`config.mk`:
```
export PLATFORM = sky130hd
export DESIGN_NAME = motor_soft_start_stop_ramp
export DESIGN_NICKNAME = d
export VERILOG_FILES = /design/src/sv/msr_pkg.sv /design/src/sv/msr_cfg.sv /design/src/sv/msr_core.sv /design/src/sv/motor_soft_start_stop_ramp.sv
export SDC_FILE = /design/constraint.sdc
export NUM_CORES = 1
export LEC_CHECK = 0
export BUFFER_PORTS_ARGS = -buffer_cell sky130_fd_sc_hd__buf_2
export CORE_ASPECT_RATIO = 1.4
export CORE_MARGIN = 2
export CORE_UTILIZATION = 25
export CTS_CLUSTER_SIZE = 10
export DETAILED_ROUTE_END_ITERATION = 8
export HOLD_SLACK_MARGIN = 0.1
export SYNTH_ARGS = -nofsm -noshare
export SYNTH_HDL_FRONTEND = slang
export SYNTH_HIERARCHICAL = 1
export SYNTH_SLANG_ARGS = --single-unit
```
`constraint.sdc`:
```
create_clock -name clk -period 31 [get_ports clk]
set_input_delay 3.1 -clock clk [delete_from_list [all_inputs] [get_ports clk]]
set_output_delay 3.1 -clock clk [all_outputs]
set_load 0.05 [all_outputs]
```
`src/sv/msr_pkg.sv`:
```
// Shared types, constants and curve-table builders for the motor soft start/stop ramp.
// No dependencies; every other file imports this package.
package msr_pkg;

  // Field widths
  localparam int STEP_W     = 7;
  localparam int TAB_DEPTH  = 1 << STEP_W;
  localparam int FRAC_W     = 16;
  localparam int LEVEL_W    = 16;
  localparam int FLOOR_W    = 15;
  localparam int MAG_W      = 17;
  localparam int PROD_W     = MAG_W + FRAC_W;
  localparam int MODE_W     = 3;
  localparam int CFG_IDX_W  = 8;
  localparam int CFG_DATA_W = 16;

  // Default ramp lengths in ticks
  localparam int UP_STEPS_DEF   = 100;
  localparam int DOWN_STEPS_DEF = 120;

  // Floor register reset values
  localparam logic [FLOOR_W-1:0] RISE_FLOOR_RST  = FLOOR_W'(30);
  localparam logic [FLOOR_W-1:0] BRAKE_FLOOR_RST = FLOOR_W'(42);

  // Action codes
  localparam logic [MODE_W-1:0] MODE_RISE_RESTART  = 3'd0;
  localparam logic [MODE_W-1:0] MODE_RISE_ABORT    = 3'd1;
  localparam logic [MODE_W-1:0] MODE_RISE_ADVANCE  = 3'd2;
  localparam logic [MODE_W-1:0] MODE_BRAKE_RESTART = 3'd3;
  localparam logic [MODE_W-1:0] MODE_BRAKE_ABORT   = 3'd4;
  localparam logic [MODE_W-1:0] MODE_BRAKE_ADVANCE = 3'd5;

  // Register indexes
  localparam logic [CFG_IDX_W-1:0] REG_RISE_FLOOR  = 8'd0;
  localparam logic [CFG_IDX_W-1:0] REG_BRAKE_FLOOR = 8'd1;

  typedef struct packed {
    logic [MODE_W-1:0]         mode;
    logic signed [LEVEL_W-1:0] target;
  } msr_item_t;

  typedef struct packed {
    logic [LEVEL_W-1:0] drive;
    logic [LEVEL_W-1:0] rise_level;
    logic [LEVEL_W-1:0] brake_level;
    logic               rise_running;
    logic               brake_running;
  } msr_result_t;

  typedef struct packed {
    logic [FLOOR_W-1:0] rise_floor;
    logic [FLOOR_W-1:0] brake_floor;
  } msr_floors_t;

  typedef logic [TAB_DEPTH-1:0][FRAC_W-1:0] frac_tab_t;

  // Q0.16 floor(65536 * sqrt(s / up)); evaluated at elaboration only
  function automatic frac_tab_t rise_table(input int up);
    frac_tab_t tab;
    longint    lo;
    longint    hi;
    longint    mid;
    longint    rhs;
    for (int s = 0; s < TAB_DEPTH; s++) begin
      rhs = longint'(s) << 32;
      lo  = 0;
      hi  = 65536;
      while (lo < hi) begin
        mid = (lo + hi + 1) >> 1;
        if (mid * mid * longint'(up) <= rhs) lo = mid;
        else hi = mid - 1;
      end
      tab[s] = FRAC_W'(lo);
    end
    return tab;
  endfunction

  // Q0.16 floor(65536 * (1 - (s / down)^1.5)); evaluated at elaboration only
  function automatic frac_tab_t brake_table(input int down);
    frac_tab_t tab;
    longint    lo;
    longint    hi;
    longint    mid;
    longint    rhs;
    longint    d3;
    d3 = longint'(down) * longint'(down) * longint'(down);
    for (int s = 0; s < TAB_DEPTH; s++) begin
      rhs = (longint'(s) * longint'(s) * longint'(s)) << 32;
      lo  = 0;
      hi  = 65536;
      while (lo < hi) begin
        mid = (lo + hi) >> 1;
        if (mid * mid * d3 >= rhs) hi = mid;
        else lo = mid + 1;
      end
      tab[s] = FRAC_W'(65536 - lo);
    end
    return tab;
  endfunction

endpackage

```
`src/sv/msr_cfg.sv`:
```
// Floor configuration registers for the ramp generator.
// Depends on msr_pkg.
module msr_cfg import msr_pkg::*; (
  input  logic                  clk,
  input  logic                  rst,
  input  logic                  cfg_valid,
  output logic                  cfg_ready,
  input  logic [CFG_IDX_W-1:0]  cfg_index,
  input  logic [CFG_DATA_W-1:0] cfg_data,
  output msr_floors_t           floors
);

  // Always able to take a write beat
  assign cfg_ready = 1'b1;

  // Register file; unknown indexes are dropped
  always_ff @(posedge clk) begin
    if (rst) begin
      floors.rise_floor  <= RISE_FLOOR_RST;
      floors.brake_floor <= BRAKE_FLOOR_RST;
    end else if (cfg_valid && cfg_ready) begin
      unique case (cfg_index)
        REG_RISE_FLOOR:  floors.rise_floor  <= cfg_data[FLOOR_W-1:0];
        REG_BRAKE_FLOOR: floors.brake_floor <= cfg_data[FLOOR_W-1:0];
        default: ;
      endcase
    end
  end

endmodule

```
`src/sv/msr_core.sv`:
```
// Ramp state registers and the single-pass step logic: table lookup, one shared
// multiplier, floor clamp. Depends on msr_pkg.
module msr_core import msr_pkg::*; #(
  parameter int UP_STEPS   = UP_STEPS_DEF,
  parameter int DOWN_STEPS = DOWN_STEPS_DEF
) (
  input  logic        clk,
  input  logic        rst,
  input  logic        fire,
  input  msr_item_t   item,
  input  msr_floors_t floors,
  output msr_result_t result_next
);

  localparam frac_tab_t RiseTab  = rise_table(UP_STEPS);
  localparam frac_tab_t BrakeTab = brake_table(DOWN_STEPS);
  localparam logic [STEP_W-1:0] UpLast   = STEP_W'(UP_STEPS);
  localparam logic [STEP_W-1:0] DownLast = STEP_W'(DOWN_STEPS);

  // Ramp state
  logic               rise_active, rise_active_next;
  logic [STEP_W-1:0]  rise_step, rise_step_next;
  logic [LEVEL_W-1:0] rise_value, rise_value_next;
  logic               brake_active, brake_active_next;
  logic [STEP_W-1:0]  brake_step, brake_step_next;
  logic [LEVEL_W-1:0] brake_value, brake_value_next;

  logic [MAG_W-1:0]   mag;
  logic [STEP_W-1:0]  rise_inc;
  logic [STEP_W-1:0]  brake_inc;
  logic               brake_sel;
  logic [FRAC_W-1:0]  frac;
  logic [PROD_W-1:0]  prod;
  logic [LEVEL_W-1:0] scaled;
  logic [LEVEL_W-1:0] floor_val;
  logic [LEVEL_W-1:0] floored;
  logic [LEVEL_W-1:0] drive;

  // Magnitude of the signed target, 0..32768
  assign mag = item.target[LEVEL_W-1] ? (MAG_W'(17'h10000) - {1'b0, item.target})
                                      : {1'b0, item.target};

  // Next step counts; brake saturates at its last step
  assign rise_inc  = rise_step + 1'b1;
  assign brake_inc = (brake_step < DownLast) ? brake_step + 1'b1 : brake_step;

  // Shared lookup, multiply and floor clamp
  assign brake_sel = (item.mode == MODE_BRAKE_ADVANCE);
  assign frac      = brake_sel ? BrakeTab[brake_inc] : RiseTab[rise_inc];
  assign prod      = PROD_W'(mag) * PROD_W'(frac);
  assign scaled    = LEVEL_W'(prod >> FRAC_W);
  assign floor_val = brake_sel ? {1'b0, floors.brake_floor} : {1'b0, floors.rise_floor};
  assign floored   = (scaled < floor_val) ? floor_val : scaled;

  // Action decode
  always_comb begin
    rise_active_next  = rise_active;
    rise_step_next    = rise_step;
    rise_value_next   = rise_value;
    brake_active_next = brake_active;
    brake_step_next   = brake_step;
    brake_value_next  = brake_value;
    drive             = '0;
    unique case (item.mode)
      MODE_RISE_RESTART, MODE_RISE_ABORT: begin
        rise_active_next = (item.mode == MODE_RISE_RESTART);
        rise_step_next   = '0;
        rise_value_next  = '0;
      end
      MODE_RISE_ADVANCE: begin
        if (rise_inc >= UpLast) begin
          // ramp finished: full magnitude, then back to rest
          rise_active_next = 1'b0;
          rise_step_next   = '0;
          rise_value_next  = '0;
          drive            = LEVEL_W'(mag);
        end else begin
          rise_step_next  = rise_inc;
          rise_value_next = (mag == '0) ? '0 : floored;
          drive           = rise_value_next;
        end
      end
      MODE_BRAKE_RESTART, MODE_BRAKE_ABORT: begin
        brake_active_next = (item.mode == MODE_BRAKE_RESTART);
        brake_step_next   = '0;
        brake_value_next  = '0;
      end
      MODE_BRAKE_ADVANCE: begin
        brake_step_next  = brake_inc;
        brake_value_next = floored;
        drive            = floored;
      end
      default: ;
    endcase
  end

  assign result_next.drive         = drive;
  assign result_next.rise_level    = rise_value_next;
  assign result_next.brake_level   = brake_value_next;
  assign result_next.rise_running  = rise_active_next;
  assign result_next.brake_running = brake_active_next;

  // State update once per beat
  always_ff @(posedge clk) begin
    if (rst) begin
      rise_active  <= 1'b0;
      rise_step    <= '0;
      rise_value   <= '0;
      brake_active <= 1'b0;
      brake_step   <= '0;
      brake_value  <= '0;
    end else if (fire) begin
      rise_active  <= rise_active_next;
      rise_step    <= rise_step_next;
      rise_value   <= rise_value_next;
      brake_active <= brake_active_next;
      brake_step   <= brake_step_next;
      brake_value  <= brake_value_next;
    end
  end

endmodule

```
`src/sv/motor_soft_start_stop_ramp.sv`:
```
// Motor soft start/stop ramp generator, top level. Uses msr_pkg, msr_cfg, msr_core.
// Two register stages: the input register, then the result register.
// Throughput: one beat per cycle while the result register is not stalled; the ramp state updates in
// the same cycle the beat leaves the input register, so back-to-back beats see it.
// Reset (rst, synchronous): empties both pipeline registers, clears the ramp
// state and loads rise_floor = 30, brake_floor = 42.
module motor_soft_start_stop_ramp import msr_pkg::*; #(
  parameter int UP_STEPS   = UP_STEPS_DEF,
  parameter int DOWN_STEPS = DOWN_STEPS_DEF
) (
  input  logic                  clk,
  input  logic                  rst,
  input  logic                  item_valid,
  output logic                  item_stall,
  input  msr_item_t             item,
  output logic                  result_valid,
  input  logic                  result_stall,
  output msr_result_t           result,
  input  logic                  cfg_valid,
  output logic                  cfg_ready,
  input  logic [CFG_IDX_W-1:0]  cfg_index,
  input  logic [CFG_DATA_W-1:0] cfg_data
);

  logic        stage_valid;
  msr_item_t   stage_item;
  logic        advance;
  logic        fire;
  msr_floors_t floors;
  msr_result_t result_next;

  // Handshake: input register moves whenever the result register is free
  assign advance    = !result_valid || !result_stall;
  assign item_stall = stage_valid && !advance;
  assign fire       = stage_valid && advance;

  // Input register
  always_ff @(posedge clk) begin
    if (rst) begin
      stage_valid <= 1'b0;
    end else if (!item_stall) begin
      stage_valid <= item_valid;
    end
  end

  always_ff @(posedge clk) begin
    if (item_valid && !item_stall) begin
      stage_item <= item;
    end
  end

  // Result register
  always_ff @(posedge clk) begin
    if (rst) begin
      result_valid <= 1'b0;
    end else if (advance) begin
      result_valid <= stage_valid;
    end
  end

  always_ff @(posedge clk) begin
    if (fire) begin
      result <= result_next;
    end
  end

  msr_cfg u_cfg (
    .clk       (clk),
    .rst       (rst),
    .cfg_valid (cfg_valid),
    .cfg_ready (cfg_ready),
    .cfg_index (cfg_index),
    .cfg_data  (cfg_data),
    .floors    (floors)
  );

  msr_core #(
    .UP_STEPS   (UP_STEPS),
    .DOWN_STEPS (DOWN_STEPS)
  ) u_core (
    .clk         (clk),
    .rst         (rst),
    .fire        (fire),
    .item        (stage_item),
    .floors      (floors),
    .result_next (result_next)
  );

endmodule

```
==> report_table.html <==
<table>
<tr><th>Metric</th><th>Value</th></tr>
<tr><th colspan="2">Yosys</th></tr>
<tr><td>Post-Syn Area</td><td>22200 um2</td></tr>
<tr><td>Number of warning messages in the yosys log</td><td>6</td></tr>
<tr><td>Mean instance size in the synthesized netlist</td><td>7.79 um2</td></tr>
<tr><td>Number of enable flip-flop cells after synthesis</td><td>between 60 and 70</td></tr>
<tr><td>Synthesized netlist cell count</td><td>between 2000 and 3000</td></tr>
<tr><td>Predominant post-synthesis flop cell</td><td>dfxtp_1</td></tr>
<tr><td>Cell taking the most area after synthesis</td><td>fa_1</td></tr>
<tr><td>Asr flop ratio synth</td><td>0%</td></tr>
<tr><td>Number of storage elements in the synthesis netlist</td><td>149</td></tr>
<tr><td>Share of the yosys chip area belonging to registers</td><td>between 10% and 20%</td></tr>
<tr><td>Post-synthesis xor/xnor area fraction</td><td>2.35%</td></tr>
<tr><td>Most used standard cells in the synthesized netlist</td><td>nand2_1 (362), inv_1 (283), nor2_1 (266), fa_1 (206), a21oi_1 (182)</td></tr>
<tr><td>Leading cell types by total area after synthesis</td><td>fa_1 (19%), edfxtp_1 (9.3%), ha_1 (8.1%)</td></tr>
<tr><td>Compound-cell area share of the yosys netlist</td><td>23.2%</td></tr>
<tr><td>Share of synthesized cell area in full adder, half adder and majority cells</td><td>a little over a quarter</td></tr>
<tr><td>Basic-gate share of the synthesized area counting and, or, nand and nor cells</td><td>between 20% and 30%</td></tr>
<tr><td>Multiplexer share of the synthesized area</td><td>between 1.5 and 2%</td></tr>
<tr><td>Post-synthesis cell type count</td><td>96</td></tr>
<tr><td>Portion of synthesized cell area occupied by the leading cell type</td><td>between 10% and 20%</td></tr>
<tr><td>Dominant combinational cell family by area after synthesis</td><td>adder cells</td></tr>
<tr><td>Most used standard cell by instance count after synthesis</td><td>nand2_1</td></tr>
<tr><th colspan="2">Place</th></tr>
<tr><td>DP Cell Count</td><td>about 4000</td></tr>
<tr><td>Port Buf Inserts</td><td>between 90 and 100</td></tr>
<tr><td>DP HPWL</td><td>a little over 60 mm</td></tr>
<tr><td>Placed standard-cell area</td><td>around 24000 um2</td></tr>
<tr><td>Post-place setup slack</td><td>~16 ns</td></tr>
<tr><td>Routability-driven placement congestion ratio</td><td>around 0.94</td></tr>
<tr><th colspan="2">Worst setup path</th></tr>
<tr><td>CP peak stage delay</td><td>between 1 and 1.5 ns</td></tr>
<tr><td>Critical path's most frequent cell</td><td>fa_1</td></tr>
<tr><td>Worst path required time</td><td>about 31 ns</td></tr>
<tr><td>Worst Setup End Kind</td><td>flip-flop</td></tr>
<tr><td>Endpoint arrival time on the critical path</td><td>about 16 ns</td></tr>
<tr><td>Slowest stage cell on the critical path</td><td>o311ai_0</td></tr>
<tr><td>Largest driver fanout on the critical path</td><td>38</td></tr>
<tr><td>Worst setup path class</td><td>flip-flop to flip-flop</td></tr>
<tr><td>Sort of element at the start of the critical path</td><td>flip-flop</td></tr>
<tr><th colspan="2">Finish</th></tr>
<tr><td>Non-filler cells, final</td><td>roughly 4000</td></tr>
<tr><td>Number of nets at the end of the flow</td><td>roughly 3200</td></tr>
<tr><td>Layout Area Growth over Synthesis</td><td>11.2%</td></tr>
<tr><td>Share of cells above drive strength 1</td><td>9.20%</td></tr>
<tr><td>Final Instance Area</td><td>24700 um2</td></tr>
<tr><th colspan="2">Floorplan</th></tr>
<tr><td>Top-Level Pins</td><td>just over 100</td></tr>
<tr><td>Die outline height</td><td>around 360 um</td></tr>
<tr><td>Total number of placement rows</td><td>roughly 130</td></tr>
<tr><td>Initial Util</td><td>between 20% and 30%</td></tr>
<tr><td>Horizontal die dimension</td><td>256 um</td></tr>
<tr><td>Core Region</td><td>approximately 88000 um2</td></tr>
<tr><td>Area of the die</td><td>91300 um2</td></tr>
<tr><th colspan="2">Clocking</th></tr>
<tr><td>Maximum count of clock buffers along a single path</td><td>2</td></tr>
<tr><td>Number of H-tree branching levels</td><td>4</td></tr>
<tr><td>Number of buffers added by the clock tree synthesis step</td><td>17</td></tr>
<tr><td>Root cell of the clock tree</td><td>clkbuf_16</td></tr>
<tr><td>CTS tree</td><td>built</td></tr>
<tr><td>Clock transition time at the flip-flop clock pins of the worst setup and hold paths</td><td>0.07 ns</td></tr>
<tr><td>Hold buffer count at CTS</td><td>0</td></tr>
<tr><td>Buffers inserted during post-CTS setup optimization</td><td>0</td></tr>
<tr><td>Clock tree sinks</td><td>149</td></tr>
<tr><td>Post-cts repair resize count</td><td>0</td></tr>
<tr><td>Worst-Skew Late Latency</td><td>~0.48 ns</td></tr>
<tr><th colspan="2">STA</th></tr>
<tr><td>Aggregate negative setup slack</td><td>0 ns</td></tr>
<tr><td>Setup repair after global routing missed its margin</td><td>no</td></tr>
<tr><td>Final setup violating endpoints</td><td>0</td></tr>
<tr><td>Slack of the critical path</td><td>between 15 and 20 ns</td></tr>
<tr><td>Slew at the pin closest to its max-slew limit</td><td>roughly 1.2 ns</td></tr>
<tr><td>Maximum clock frequency</td><td>~0.065 GHz</td></tr>
<tr><td>Final critical-path required period</td><td>15.49 ns</td></tr>
<tr><td>Final clock period utilization by the worst path</td><td>about half</td></tr>
<tr><td>Final slew viol count</td><td>0</td></tr>
<tr><td>Clock skew</td><td>about 0.016 ns</td></tr>
<tr><td>Final hold violation count</td><td>0</td></tr>
<tr><td>Headroom to the max-slew limit</td><td>a little under a fifth</td></tr>
<tr><th colspan="2">Min path</th></tr>
<tr><td>Worst hold-check path type</td><td>flip-flop to flip-flop</td></tr>
<tr><th colspan="2">Global route</th></tr>
<tr><td>Largest net degree at the start of global routing</td><td>86</td></tr>
<tr><td>Total congestion overflow after global routing</td><td>0</td></tr>
<tr><td>Number of antenna violations at the first check in global routing</td><td>3</td></tr>
<tr><td>Global-route usage over all layers</td><td>17.5%</td></tr>
<tr><td>Vias in the first global route</td><td>about 21000</td></tr>
<tr><td>Wire length of the first global-routing pass</td><td>approximately 130 mm</td></tr>
<tr><th colspan="2">Route</th></tr>
<tr><td>Final wirelength</td><td>between 80 and 90 mm</td></tr>
<tr><td>Via density per instance</td><td>around 5.4</td></tr>
<tr><td>Vias after detailed routing</td><td>approximately 22000</td></tr>
<tr><td>Number of iterations in the first detailed-routing pass</td><td>7</td></tr>
<tr><td>Routed wirelength normalized by instance count</td><td>~20 um</td></tr>
<tr><td>Number of remaining DRC errors</td><td>0</td></tr>
<tr><td>Remaining antenna violation count after routing</td><td>0</td></tr>
<tr><td>Iteration-0 DRC count of the detailed router</td><td>approximately 2300</td></tr>
<tr><th colspan="2">Status</th></tr>
<tr><td>Status</td><td>complete, no violations</td></tr>
<tr><th colspan="2">Flow run</th></tr>
<tr><td># Max-Cap Violations</td><td>0</td></tr>
</table>
final timing paths:
kind                                              from                      to  slack, ns  cells past startpoint
worst min register to register  u_core/brake_value[11]  u_core/brake_value[11]       0.46                      2
worst max-delay path              u_core/brake_step[0]              result[23]      15.51                     45
worst min-delay path            u_core/brake_value[11]  u_core/brake_value[11]       0.46                      2
worst max register to register    u_core/brake_step[0]              result[23]      15.51                     45
critical path, delay by kind of cell, from the launching register on:
family	cells	cell delay, ns
AO/OA/AOI/OAI	16	4.50
adder cells (fa/ha/maj)	10	5.24
buffers and inverters	8	1.66
flip-flops	1	0.31
multiplexers	1	0.23
AND/OR/NAND/NOR	10	3.15
layer usage:
metal	GRT usage [%]	share of wire (%)	up-vias
li1	-	-	9948
met1	20.6	38	10700
met2	30.3	49	971
met3	2.59	6.8	253
met4	10.1	5.8	2
met5	0	0.012	-
kinds of logic (layout without fill, tap and decap cells):
kind of cell | Yosys count | in the layout
adders and majority gates | 349 | 349
AOI/OAI and AO/OA | 763 | 763
other | 3 | 17
buffers and inverters | 499 | 493
muxes | 39 | 39
and+or+nand+nor | 996 | 996
DFF | 149 | 149
xor gates and xnor gates | 54 | 54
layout by cell type (no fill, tap or decap), types with 16 or more instances in the layout:
master     instances
a21o_1            19
o21ai_0          130
mux2i_1           33
o22ai_1           17
clkbuf_16         18
a221o_1           23
buf_4             77
ha_1             142
o21ai_1           16
nor2_1           262
a311oi_1          16
o31ai_1           21
a211oi_1          40
buf_2             98
conb_1            16
edfxtp_1          69
o221ai_1          26
nand2b_1          63
nand2_1          362
o311ai_0          19
nand4_1           16
xor2_1            18
fa_1             206
nor3_1            73
o211ai_1          61
a31oi_1           41
xnor2_1           23
nand3_1           54
inv_1            283
and2_1            59
dfxtp_1           80
a21oi_1          181
through the flow:
| step | utilization, % | hold slack, ns |
|---|---|---|
| after floorplan | - | 0.425 |
| after global placement | 27.3 | 0.437 |
| after detailed placement | 27.3 | 0.441 |
| after CTS | 28.0 | 0.459 |
| after global routing | 28.0 | 0.487 |
| final | 28.0 | 0.459 |
cell type report:
class	count	area [um2]
well taps	1179	1480
flip-flops and latches	149	3670
clock inverters	14	174
diodes	1	2.50
clock buffers	18	450
multi-input cells	2217	16800
repair buffers	175	1070
fillers	9588	63600
inverters	286	1070
state kept, by name, indices dropped and copies added (netlist names):
signal               count
u_core/rise_step         7
stage_valid              1
u_core/brake_value      16
result_valid             1
result                  50
u_core/brake_active      1
u_core/rise_value       16
stage_item              19
u_core/brake_step        7
u_cfg/floors            30
u_core/rise_active       1
Power is not shown: default switching activity piles up to over one toggle a cycle in this logic, so the estimate is an artifact.
